--- src/rtl/core/bdpe_pkg.sv ---
package bdpe_pkg;

  localparam int unsigned RUN_CLOSE_DEF = 8;
  localparam logic [31:0] CLIP_HEADER   = 32'd8;  // two 32-bit words per clip

  typedef enum logic [1:0] {
    CMD_COMPARE = 2'd0,
    CMD_TAIL    = 2'd1,
    CMD_END     = 2'd2
  } cmd_e;

  typedef enum logic [1:0] {
    KIND_START  = 2'd0,
    KIND_DATA   = 2'd1,
    KIND_CLOSE  = 2'd2,
    KIND_FINISH = 2'd3
  } kind_e;

  // Records of one item, apart from the data bytes
  typedef struct packed {
    logic        start;
    logic [31:0] start_val;
    logic        close;
    logic [31:0] close_val;
    logic        fin;
    logic [31:0] fin_val;
    logic        need;
  } desc_ctl_t;

endpackage

--- src/rtl/core/bdpe_core.sv ---
module bdpe_core #(
  parameter int unsigned RUN_CLOSE = 8,
  parameter int unsigned CntW      = 4,
  parameter int unsigned IdxW      = 3
) (
  input  logic                          clk_i,
  input  logic                          rst_ni,
  input  logic                          go_i,
  input  logic [1:0]                    command_i,
  input  logic [7:0]                    new_byte_i,
  input  logic [7:0]                    old_byte_i,
  input  logic                          new_ends_i,
  input  logic                          lengths_differ_i,
  output logic                          has_res_o,
  output bdpe_pkg::desc_ctl_t           ctl_o,
  output logic [CntW-1:0]               cnt_o,
  output logic [RUN_CLOSE-1:0][7:0]     data_o
);
  import bdpe_pkg::*;

  logic                      open_q, open_d;
  logic [31:0]               skip_q, skip_d;
  logic [31:0]               commit_q, commit_d;  // clip bytes already flushed
  logic [CntW-1:0]           pc_q, pc_d;
  logic [31:0]               total_q, total_d;
  logic [RUN_CLOSE-1:0][7:0] buf_q;

  logic                      differ;
  logic [CntW-1:0]           pc0, pc1, pc_a;
  logic [31:0]               commit0, commit_a;
  logic [IdxW-1:0]           idx;
  logic                      do_close;
  logic                      buf_we;
  logic [RUN_CLOSE-1:0][7:0] data_next;

  assign differ  = (new_byte_i != old_byte_i);
  assign pc0     = open_q ? pc_q : '0;
  assign commit0 = open_q ? commit_q : '0;
  assign pc1     = pc0 + CntW'(1);
  assign idx     = pc0[IdxW-1:0];

  // pending bytes with the new byte placed behind them
  always_comb begin
    for (int i = 0; i < RUN_CLOSE; i++) begin
      data_next[i] = (IdxW'(i) == idx) ? new_byte_i : buf_q[i];
    end
  end

  assign data_o = data_next;

  always_comb begin
    open_d   = open_q;
    skip_d   = skip_q;
    commit_d = commit_q;
    pc_d     = pc_q;
    total_d  = total_q;
    ctl_o    = '0;
    cnt_o    = '0;
    buf_we   = 1'b0;
    pc_a     = pc1;
    commit_a = commit0;
    do_close = 1'b0;
    unique case (cmd_e'(command_i))
      CMD_COMPARE: begin
        if (!open_q && !differ) begin
          skip_d = skip_q + 32'd1;
        end else begin
          ctl_o.start     = !open_q;
          ctl_o.start_val = skip_q;
          buf_we          = 1'b1;
          if (differ) begin
            cnt_o    = pc1;
            commit_a = commit0 + 32'(pc1);
            pc_a     = '0;
          end
          do_close = (pc_a >= CntW'(RUN_CLOSE)) || new_ends_i;
          if (do_close) begin
            // pending equal bytes are dropped and count as skipped
            ctl_o.close     = 1'b1;
            ctl_o.close_val = commit_a;
            total_d         = total_q + commit_a + CLIP_HEADER;
            skip_d          = 32'(pc_a);
            pc_d            = '0;
            commit_d        = '0;
            open_d          = 1'b0;
          end else begin
            open_d   = 1'b1;
            pc_d     = pc_a;
            commit_d = commit_a;
          end
        end
      end
      CMD_TAIL: begin
        ctl_o.start     = !open_q;
        ctl_o.start_val = skip_q;
        cnt_o           = pc1;
        commit_d        = commit0 + 32'(pc1);
        pc_d            = '0;
        open_d          = 1'b1;
      end
      CMD_END: begin
        ctl_o.fin = 1'b1;
        if (open_q) begin
          ctl_o.close     = 1'b1;
          ctl_o.close_val = commit_q;
          ctl_o.fin_val   = total_q + commit_q + CLIP_HEADER;
        end else begin
          ctl_o.fin_val   = total_q;
        end
        ctl_o.need = (ctl_o.fin_val != '0) || lengths_differ_i;
        open_d     = 1'b0;
        skip_d     = '0;
        commit_d   = '0;
        pc_d       = '0;
        total_d    = '0;
      end
      default: begin
      end
    endcase
  end

  assign has_res_o = ctl_o.start || ctl_o.close || ctl_o.fin || (cnt_o != '0);

  always_ff @(posedge clk_i or negedge rst_ni) begin
    if (!rst_ni) begin
      open_q   <= 1'b0;
      skip_q   <= '0;
      commit_q <= '0;
      pc_q     <= '0;
      total_q  <= '0;
    end else if (go_i) begin
      open_q   <= open_d;
      skip_q   <= skip_d;
      commit_q <= commit_d;
      pc_q     <= pc_d;
      total_q  <= total_d;
    end
  end

  always_ff @(posedge clk_i) begin
    if (go_i && buf_we) begin
      buf_q <= data_next;
    end
  end

endmodule

--- src/rtl/core/bdpe_emit.sv ---
module bdpe_emit #(
  parameter int unsigned RUN_CLOSE = 8,
  parameter int unsigned CntW      = 4
) (
  input  logic                      clk_i,
  input  logic                      rst_ni,
  input  logic                      load_i,
  input  bdpe_pkg::desc_ctl_t       ctl_i,
  input  logic [CntW-1:0]           cnt_i,
  input  logic [RUN_CLOSE-1:0][7:0] data_i,
  output logic                      free_o,
  output logic                      out_valid_o,
  input  logic                      out_stall_i,
  output logic [1:0]                record_kind_o,
  output logic [31:0]               record_value_o,
  output logic                      patch_needed_o,
  output logic                      last_of_run_o
);
  import bdpe_pkg::*;

  logic                      st_q, close_q, fin_q;
  logic [CntW-1:0]           cnt_q;
  logic [RUN_CLOSE-1:0][7:0] data_q, data_shift;
  logic [31:0]               start_val_q, close_val_q, fin_val_q;
  logic                      need_q;
  logic                      pop, rest;
  kind_e                     kind;

  assign out_valid_o = st_q || close_q || fin_q || (cnt_q != '0);
  assign pop         = out_valid_o && !out_stall_i;

  always_comb begin
    rest = 1'b0;
    kind = KIND_FINISH;
    priority if (st_q) begin
      kind = KIND_START;
      rest = (cnt_q != '0) || close_q || fin_q;
    end else if (cnt_q != '0) begin
      kind = KIND_DATA;
      rest = (cnt_q > CntW'(1)) || close_q || fin_q;
    end else if (close_q) begin
      kind = KIND_CLOSE;
      rest = fin_q;
    end else begin
      kind = KIND_FINISH;
    end
  end

  always_comb begin
    unique case (kind)
      KIND_START:  record_value_o = start_val_q;
      KIND_DATA:   record_value_o = {24'h0, data_q[0]};
      KIND_CLOSE:  record_value_o = close_val_q;
      KIND_FINISH: record_value_o = fin_val_q;
      default:     record_value_o = fin_val_q;
    endcase
  end

  always_comb begin
    data_shift = data_q;
    for (int i = 0; i < RUN_CLOSE - 1; i++) begin
      data_shift[i] = data_q[i + 1];
    end
  end

  assign record_kind_o  = kind;
  assign patch_needed_o = (kind == KIND_FINISH) && need_q;
  assign last_of_run_o  = !rest;
  assign free_o         = !out_valid_o || (pop && !rest);

  always_ff @(posedge clk_i or negedge rst_ni) begin
    if (!rst_ni) begin
      st_q    <= 1'b0;
      close_q <= 1'b0;
      fin_q   <= 1'b0;
      cnt_q   <= '0;
    end else if (load_i) begin
      st_q    <= ctl_i.start;
      close_q <= ctl_i.close;
      fin_q   <= ctl_i.fin;
      cnt_q   <= cnt_i;
    end else if (pop) begin
      priority if (st_q) begin
        st_q <= 1'b0;
      end else if (cnt_q != '0) begin
        cnt_q <= cnt_q - CntW'(1);
      end else if (close_q) begin
        close_q <= 1'b0;
      end else begin
        fin_q <= 1'b0;
      end
    end
  end

  always_ff @(posedge clk_i) begin
    if (load_i) begin
      data_q      <= data_i;
      start_val_q <= ctl_i.start_val;
      close_val_q <= ctl_i.close_val;
      fin_val_q   <= ctl_i.fin_val;
      need_q      <= ctl_i.need;
    end else if (pop && !st_q && (cnt_q != '0)) begin
      data_q <= data_shift;
    end
  end

  a_load_when_free: assert property (@(posedge clk_i) disable iff (!rst_ni)
    load_i |-> free_o)
    else $error("item descriptor loaded over pending records");

  a_drain_empty: assert property (@(posedge clk_i) disable iff (!rst_ni)
    (pop && !rest && !load_i) |=> !out_valid_o)
    else $error("records left after last of item");

  a_cnt_range: assert property (@(posedge clk_i) disable iff (!rst_ni)
    cnt_q <= CntW'(RUN_CLOSE))
    else $error("data count exceeds buffer depth");

  a_finish_last: assert property (@(posedge clk_i) disable iff (!rst_ni)
    (out_valid_o && (kind == KIND_FINISH)) |-> last_of_run_o)
    else $error("finish record not last of its item");

endmodule

--- src/rtl/core/byte_delta_patch_encoder.sv ---
// Channel  Dir  Handshake               Payload
// in       in   in_valid_i/in_stall_o   command_i new_byte_i old_byte_i new_ends_i
//                                       lengths_differ_i
// out      out  out_valid_o/out_stall_i record_kind_o record_value_o patch_needed_o
//                                       last_of_run_o
//
// An item without records is never held for the output sequencer; one with records
// waits in the input register until the sequencer is free. The sequencer gives one
// record per cycle while out_stall_i is low; it is loaded from the input register.
// Reset clears the clip state and both stages; the byte buffer needs no clear.
// While the output stalls, input is taken if no item or a record-free item is held.
module byte_delta_patch_encoder #(
  parameter int unsigned RUN_CLOSE = bdpe_pkg::RUN_CLOSE_DEF
) (
  input  logic        clk_i,
  input  logic        rst_ni,
  input  logic        in_valid_i,
  output logic        in_stall_o,
  input  logic [1:0]  command_i,
  input  logic [7:0]  new_byte_i,
  input  logic [7:0]  old_byte_i,
  input  logic        new_ends_i,
  input  logic        lengths_differ_i,
  output logic        out_valid_o,
  input  logic        out_stall_i,
  output logic [1:0]  record_kind_o,
  output logic [31:0] record_value_o,
  output logic        patch_needed_o,
  output logic        last_of_run_o
);
  import bdpe_pkg::*;

  localparam int unsigned CntW = $clog2(RUN_CLOSE + 1);
  localparam int unsigned IdxW = (RUN_CLOSE > 1) ? $clog2(RUN_CLOSE) : 1;

  logic                      in_valid_q;
  logic [1:0]                command_q;
  logic [7:0]                new_byte_q, old_byte_q;
  logic                      new_ends_q, lengths_differ_q;
  logic                      take, proc, has_res, emit_free;
  desc_ctl_t                 ctl;
  logic [CntW-1:0]           cnt;
  logic [RUN_CLOSE-1:0][7:0] data;

  // items without records pass even while the output sequencer is busy
  assign proc       = in_valid_q && (emit_free || !has_res);
  assign in_stall_o = in_valid_q && !proc;
  assign take       = in_valid_i && !in_stall_o;

  always_ff @(posedge clk_i or negedge rst_ni) begin
    if (!rst_ni) begin
      in_valid_q <= 1'b0;
    end else if (take) begin
      in_valid_q <= 1'b1;
    end else if (proc) begin
      in_valid_q <= 1'b0;
    end
  end

  always_ff @(posedge clk_i) begin
    if (take) begin
      command_q        <= command_i;
      new_byte_q       <= new_byte_i;
      old_byte_q       <= old_byte_i;
      new_ends_q       <= new_ends_i;
      lengths_differ_q <= lengths_differ_i;
    end
  end

  bdpe_core #(
    .RUN_CLOSE (RUN_CLOSE),
    .CntW      (CntW),
    .IdxW      (IdxW)
  ) u_core (
    .clk_i            (clk_i),
    .rst_ni           (rst_ni),
    .go_i             (proc),
    .command_i        (command_q),
    .new_byte_i       (new_byte_q),
    .old_byte_i       (old_byte_q),
    .new_ends_i       (new_ends_q),
    .lengths_differ_i (lengths_differ_q),
    .has_res_o        (has_res),
    .ctl_o            (ctl),
    .cnt_o            (cnt),
    .data_o           (data)
  );

  bdpe_emit #(
    .RUN_CLOSE (RUN_CLOSE),
    .CntW      (CntW)
  ) u_emit (
    .clk_i          (clk_i),
    .rst_ni         (rst_ni),
    .load_i         (proc && has_res),
    .ctl_i          (ctl),
    .cnt_i          (cnt),
    .data_i         (data),
    .free_o         (emit_free),
    .out_valid_o    (out_valid_o),
    .out_stall_i    (out_stall_i),
    .record_kind_o  (record_kind_o),
    .record_value_o (record_value_o),
    .patch_needed_o (patch_needed_o),
    .last_of_run_o  (last_of_run_o)
  );

endmodule

--- config.mk ---
export PLATFORM = sky130hd
export DESIGN_NAME = byte_delta_patch_encoder
export DESIGN_NICKNAME = d
export VERILOG_FILES = /design/src/rtl/core/bdpe_pkg.sv /design/src/rtl/core/bdpe_core.sv /design/src/rtl/core/bdpe_emit.sv /design/src/rtl/core/byte_delta_patch_encoder.sv
export SDC_FILE = /design/constraint.sdc
export NUM_CORES = 1
export LEC_CHECK = 0
export BUFFER_PORTS_ARGS = -buffer_cell sky130_fd_sc_hd__buf_2
export CAP_MARGIN = 25
export CORE_MARGIN = 8
export CORE_UTILIZATION = 35
export CTS_BUF_LIST = sky130_fd_sc_hd__clkbuf_8
export CTS_CLUSTER_DIAMETER = 100
export DETAILED_ROUTE_END_ITERATION = 16
export GPL_TIMING_DRIVEN = 0
export PLACE_DENSITY = 0.6
export SYNTH_ARGS = -nofsm -noshare
export SYNTH_HDL_FRONTEND = slang
export SYNTH_SLANG_ARGS = --single-unit
--- constraint.sdc ---
create_clock -name clk_i -period 9 [get_ports clk_i]
set_input_delay 2.7 -clock clk_i [delete_from_list [all_inputs] [get_ports clk_i]]
set_output_delay 2.7 -clock clk_i [all_outputs]
set_load 0.01 [all_outputs]
# [Word-level counts from Yosys, hierarchy flattened]
# Cells that the tools add are included.
[classes] addsub=8 n_lt_le_gt_ge=2 eq_ne=18 mux=69 reduce_logical=54
[ops] operator="two-way mux 32 bit" n=12
[ops] operator="one-hot mux 33 bit (2 select lines)" n=2
[ops] operator="one-hot mux 32 bit (2 select lines)" n=2
[ops] operator="one-hot mux 32 bit (4 select lines)" n=1
[ops] operator="one-hot mux 32 bit (3 select lines)" n=1
[ops] operator="two-way mux 33 bit" n=2
[ops] operator="two-way mux 66 bit" n=1
[ops] operator="adder 32 bit" n=2
[ops] operator="adder 32 x 4 -> 32 bit (second input constant)" n=2
[ops] operator="two-way mux 64 bit" n=1
[ops] operator="two-way mux 8 bit" n=8
[ops] operator="two-way mux 56 bit" n=1
[ops] operator="two-way mux 4 bit" n=12
[ops] operator="two-way mux 34 bit" n=1
[ops] operator="adder 32 x 1 -> 32 bit (second input constant)" n=1
[ops] operator="adder 32 x 4 -> 32 bit" n=1
[ops] operator="nonzero test 32 bit" n=1
[ops] operator="two-way mux 1 bit" n=20
[ops] operator="one-hot mux 4 bit (2 select lines)" n=2
[ops] operator="AND reduction 3 bit" n=5
[ops] operator="logical OR 1 bit" n=14
[ops] operator="== test 3 bit (first input constant)" n=4
[ops] operator="nonzero test 2 bit" n=6
[ops] operator="logical AND 1 bit" n=11
[ops] operator="21 further kinds" n=38
[totals] register_bits=354 in_bits=24 out_inout_bits=38 wordCells=186

# [Depth between registers and ports, before layout]
[depth] depth_word=21 depth_mapped=29 mapped_depth_nobuf=25

# [Hierarchy]
# Synthesis repeated with hierarchy kept, for this count alone.
[hier_totals] cells_unflattened=2033 area_unflattened_um2=21520.6
[modules_own_cells] module="bdpe_core" n_inst=1 cells_per_inst=1582 area_each_um2=13938.4 seq_area_each_um2=4449.3
[modules_own_cells] module="bdpe_emit" n_inst=1 cells_per_inst=423 area_each_um2=6901.6 seq_area_each_um2=5009.8
[modules_own_cells] module="byte_delta_patch_encoder" n_inst=1 cells_per_inst=28 area_each_um2=680.7 seq_area_each_um2=625.6

# [Worst setup path before layout]
# Ideal clock, no wire load.
[synth_path] kind="input to register" from="input out_stall_i" to="register u_core.buf_q[0] in the netlist's numbering (enable)" setup_ns=0.578 arrival_ns=7.932 t_required_ns=8.422 slack_ns=0.490 stages=3 n_path_buf=0 path_cell_list="o21ai_1 > o21ai_2 > nor3b_1"
[synth_via] elab_chain_len=7
[synth_lines] element="start, declared" line="byte_delta_patch_encoder.sv:25" rtl="input logic out_stall_i,"
[synth_lines] element="logical NOT 1 bit" line="bdpe_emit.sv:30" rtl="assign pop = out_valid_o && !out_stall_i;"
[synth_lines] element="logical AND 1 bit" line="bdpe_emit.sv:30"
[synth_lines] element="logical AND 1 bit" line="bdpe_emit.sv:69" rtl="assign free_o = !out_valid_o || (pop && !rest);"
[synth_lines] element="logical OR 1 bit" line="bdpe_emit.sv:69"
[synth_lines] element="logical OR 1 bit" line="byte_delta_patch_encoder.sv:46" rtl="assign proc = in_valid_q && (emit_free || !has_res);"
[synth_lines] element="logical AND 1 bit" line="byte_delta_patch_encoder.sv:46"
[synth_lines] element="logical AND 1 bit" line="bdpe_core.sv:141" rtl="if (go_i && buf_we) begin"
[synth_lines] element="end signal, assigned" line="bdpe_core.sv:142" rtl="buf_q <= data_next;"
[synth_lines] element="end, declared" line="bdpe_core.sv:26" rtl="logic [RUN_CLOSE-1:0][7:0] buf_q;"
# Every way passes these cells.
# A chain may end at the register's enable or synchronous reset.

# [Worst setup path after layout]
[layout_path] from="register u_core.open_q" to="register u_core.total_q[30]"
[layout_via] elab_chain_len=17 elab_cells_between_ends=37 cone_classes="add/sub: 4; order compare: 1; eq/ne: 2; mux: 19; reduce/logical: 11"
[layout_lines] element="start, declared" line="bdpe_core.sv:21" rtl="logic open_q, open_d;"
[layout_lines] element="start signal, assigned" line="bdpe_core.sv:132" rtl="open_q <= open_d;"
[layout_lines] element="parallel branches: the longest is 17 deep, another holds adder 32 x 4 -> 32 bit"
[layout_lines] element="end signal, assigned" line="bdpe_core.sv:136" rtl="total_q <= total_d;"
[layout_lines] element="end, declared" line="bdpe_core.sv:25" rtl="logic [31:0] total_q, total_d;"
# Several ways; the timed one is not identified. The select of a mux whose other input is x is not followed.

==> results.py <==
metrics = {
    "routing": {
        "totalWireLength_mm": 70.0,
        "ant_nets": 0,
        "vias_per_cell": 5.59,
        "drt-initial-drc-count": 1648,
        "drtPass1Iterations": 8,
        "wl_per_cell_microns": 22.3,
        "drc": 0,
        "vias": 17500,
    },
    "synth": {
        "synthCells": 2109,
        "syn_avg_cell_area_sq_um": 10.3,
        "ys_ff_latch": 354,
        "synth-seq-area-share_pct": 46.2,
        "ys_warn_count": 0,
        "synth_edf_count": 245,
        "syn_nets": 2269,
        "async_flop_share_pct": 30.8,
        "synth-main-ff-cell": "edfxtp_1",
        "ys_types": 91,
        "syn_area_sq_um": 21800,
    },
    "setup_path": {
        "cp.buffers_inverters": 5,
        "critical_path.top_delay_family": "simple AND/OR/NAND/NOR gates",
        "path_class": "flop to flop",
        "cp_max_fo": 19,
        "crit_top_cell": "o21ai_0",
        "r2r-end": "u_core.total_q[30]",
        "worst_path_largest_cell_delay_ns": 0.67,
        "rrSetupSlack_ns": 0.43,
        "cp-end-kind": "flop",
        "critPathArrivalTime_ns": 9.09,
        "cp-start-kind": "flop",
        "reg2reg_depth": 25,
        "cp_slowest_cell": "or4b_2",
        "r2r-start": "u_core.open_q",
        "required_ns": 9.52,
    },
    "power_and_ir_drop": {
        "intPower_mw": 3.57,
        "p_sw_mw": 2.04,
        "irDropWorstVdd_uv": 137,
        "netSwitchingFraction_pct": 36.3,
        "power_density_nw_per_um2": 228,
        "p_comb_share_pct": 32.5,
        "pwr-share-clk_pct": 26.3,
        "p_seq_share_pct": 41.2,
        "power.total_mw": 5.61,
        "power.leakage_nw": 9.77,
    },
    "clocking": {
        "cts.sink_count": 354,
        "cts-buffers-inserted": 60,
        "postCtsSetupBuffers": 0,
        "clk_path_buf_depth": 3,
        "cts_root_buf": "clkbuf_8",
        "path_clk_slew_ns": 0.06,
        "cts_tree": "done",
        "cts-htree-levels": 2,
        "clkLatencyLatePin_ns": 0.68,
    },
    "sta": {
        "skew_ns": 0.0345,
        "rsz0062_at_grt": "false",
        "finalHoldViolCount": 0,
        "min_period_over_period_pct": 95.2,
        "slew_headroom_pct": 24.2,
        "worstMarginPinSlew_ns": 1.14,
        "setup_viol": 0,
        "period_needed_ns": 8.57,
        "max_freq_mhz": 117,
        "final-max-slew-violation-count": 0,
    },
    "floorplan": {
        "die_x_microns": 266,
        "core_sq_um": 61700,
        "fp.dieArea_sq_um": 70500,
        "rows": 91,
        "die_h_microns": 266,
        "io_pins": 62,
        "start_util_pct": 35.3,
    },
    "final_layout": {
        "post-route-util_pct": 39.9,
        "nNetsFinal": 2405,
        "final_cells": 3137,
        "drive_above_1_share_pct": 14.4,
        "area_growth_pct": 12.8,
    },
    "place": {
        "dp_hpwl_mm": 52.9,
        "io_buffer_count": 61,
        "place_congestion": 0.948,
        "post-place-cells": 3022,
    },
    "global_route": {
        "antenna_found_initial": 5,
        "grt_pass1_wl_mm": 105,
        "overflow": 0,
        "grt_use_total_pct": 19.3,
        "grt_max_degree": 69,
        "grt_pass1_vias": 17100,
    },
    "run_status": {
        "status": "complete, no violations",
    },
    "min_path": {
        "holdPathEnd": "u_emit.data_q[50]",
        "hp-class": "flop to flop",
        "hp-start": "u_emit.data_q[58]",
        "hold_depth": 1,
    },
    "run": {
        "max-cap-violations": 0,
    },
}
per-layer routing:
| metal | up-vias | routed length, microns | GRT usage, % |
|---|---|---|---|
| met1 | 8616 | 30800 | 26.1 |
| met5 | - | 27 | 0 |
| met4 | 4 | 2410 | 7.38 |
| met2 | 655 | 31700 | 30.6 |
| met3 | 145 | 5090 | 3.39 |
| li1 | 8112 | - | - |
power groups by stage:
stage | clock, mW | sequential [mW] | combinational [mW]
detailed placement | 0 | 2.34 | 1.80
CTS | 1.51 | 2.31 | 1.81
floorplan | 0 | 2.31 | 1.12
global placement | 0 | 2.36 | 1.74
finish | 1.48 | 2.31 | 1.82
global route | 1.58 | 2.34 | 1.96
logic make-up (layout without fill, tap and decap cells):
| logic type | after synthesis | after routing | share of synthesized area [%] |
|---|---|---|---|
| XOR/XNOR | 103 | 103 | 4.21 |
| buffers and inverters | 159 | 347 | 3.14 |
| other | 0 | 3 | 0 |
| flip-flops | 354 | 354 | 46.2 |
| adder cells (fa/ha/maj) | 136 | 136 | 7.91 |
| AND/OR/NAND/NOR | 722 | 722 | 16.0 |
| multiplexers | 167 | 167 | 8.53 |
| AO/OA/AOI/OAI | 468 | 468 | 14.0 |
worst register-to-register path, stage by stage, from the launching register on:
cell	delay, ns
dfrtp_1	0.57
clkbuf_2	0.42
buf_2	0.35
buf_2	0.39
clkbuf_4	0.45
clkbuf_2	0.43
and3_1	0.25
fa_1	0.23
a21o_1	0.12
a21oi_1	0.28
nor3_2	0.47
nor3b_2	0.46
nand2_1	0.12
xor2_1	0.41
ha_1	0.33
ha_1	0.34
nand2_1	0.17
nor2_1	0.07
a211oi_1	0.33
a41oi_1	0.28
or4b_2	0.68
a31oi_1	0.48
o21ai_0	0.29
o21ai_0	0.27
xor2_1	0.17
o21ai_0	0.09
per-stage QoR:
step                cell area [sq um]  hold slack, ns  setup TNS, ns  worst slack [ns]
floorplan                       21800           0.460              0             0.490
global placement                23200           0.496        -195.37             -2.87
detailed placement              23400           0.500         -12.42             -1.59
CTS                             24600           0.520              0             0.206
global route                    24600           0.541              0            0.0276
finish                          24600           0.525              0             0.430
final cells by class:
| type | instances | area [sq um] |
|---|---|---|
| fillers | 6049 | 37100 |
| multi-input cells | 1596 | 11100 |
| flip-flops and latches | 354 | 10100 |
| well taps | 837 | 1050 |
| clock buffers | 68 | 936 |
| plain buffers | 111 | 518 |
| repair buffers | 76 | 497 |
| clock inverters | 46 | 288 |
| inverters | 46 | 174 |
| diodes | 3 | 7.51 |
flip-flops by register name (all words and copies together), names as in the netlist, 8 cells and up:
name / count
u_emit.start_val_q: 32
u_emit.close_val_q: 32
u_core.commit_q: 32
u_emit.fin_val_q: 32
u_emit.data_q: 64
u_core.skip_q: 32
new_byte_q: 8
u_core.buf_q: 64
old_byte_q: 8
u_core.total_q: 32
cell usage in the layout, fill, tap and decap left out, types with 9 or more instances in the layout:
cell type / netlist / final
edfxtp_1: 245 / 245
nand2_1: 234 / 233
nor2_1: 166 / 166
ha_1: 133 / 133
o21ai_0: 130 / 130
dfrtp_1: 109 / 109
mux2_2: 101 / 101
a21oi_1: 99 / 99
buf_2: 11 / 75
inv_1: 44 / 69
clkbuf_1: 73 / 68
clkbuf_8: 0 / 68
nand3_1: 64 / 64
xor2_1: 57 / 57
nor2b_1: 54 / 53
o31ai_1: 49 / 49
mux2i_1: 47 / 47
nor3_1: 48 / 47
xnor2_1: 44 / 44
nand4_1: 30 / 30
and2_1: 23 / 23
and3_1: 23 / 23
a21o_1: 23 / 23
a31oi_1: 23 / 23
a22o_1: 21 / 21
buf_1: 19 / 15
or3_1: 15 / 15
nand2b_1: 13 / 13
o21a_1: 13 / 13
nor4_1: 10 / 10
mux2_4: 10 / 10
o41ai_1: 10 / 10
clkinv_1: 1 / 9
mux2_1: 9 / 9
a211o_1: 9 / 9
cells in the mapped netlist, types with 47 or more instances:
cell	count	area [sq um]
mux2i_1	47	470
xor2_1	57	499
mux2_2	101	1140
nor2b_1	54	338
nand3_1	64	320
nor2_1	166	623
dfrtp_1	109	2730
a21oi_1	99	495
nand2_1	234	878
clkbuf_1	73	274
nor3_1	48	240
edfxtp_1	245	7360
ha_1	133	1660
o31ai_1	49	368
o21ai_0	130	651
how the worst max path moves through the flow:
stage / startpoint / to / cells after the start
finish: u_core.open_q / u_core.total_q[30] / 25
global route: u_core.open_q / u_core.total_q[30] / 25
CTS: u_core.open_q / u_core.total_q[30] / 25
detailed placement: u_core.open_q / u_core.total_q[30] / 26
global placement: u_core.open_q / u_core.buf_q[59] / 11
floorplan: out_stall_i / u_core.buf_q[0] / 3
repair_timing:
item	in CTS	in global routing
pin swaps	0	0
hold buffers	0	0
setup endpoints to repair	16	6
gates resized for setup	6	7
Note: power is estimated with default switching activity, not from simulation.
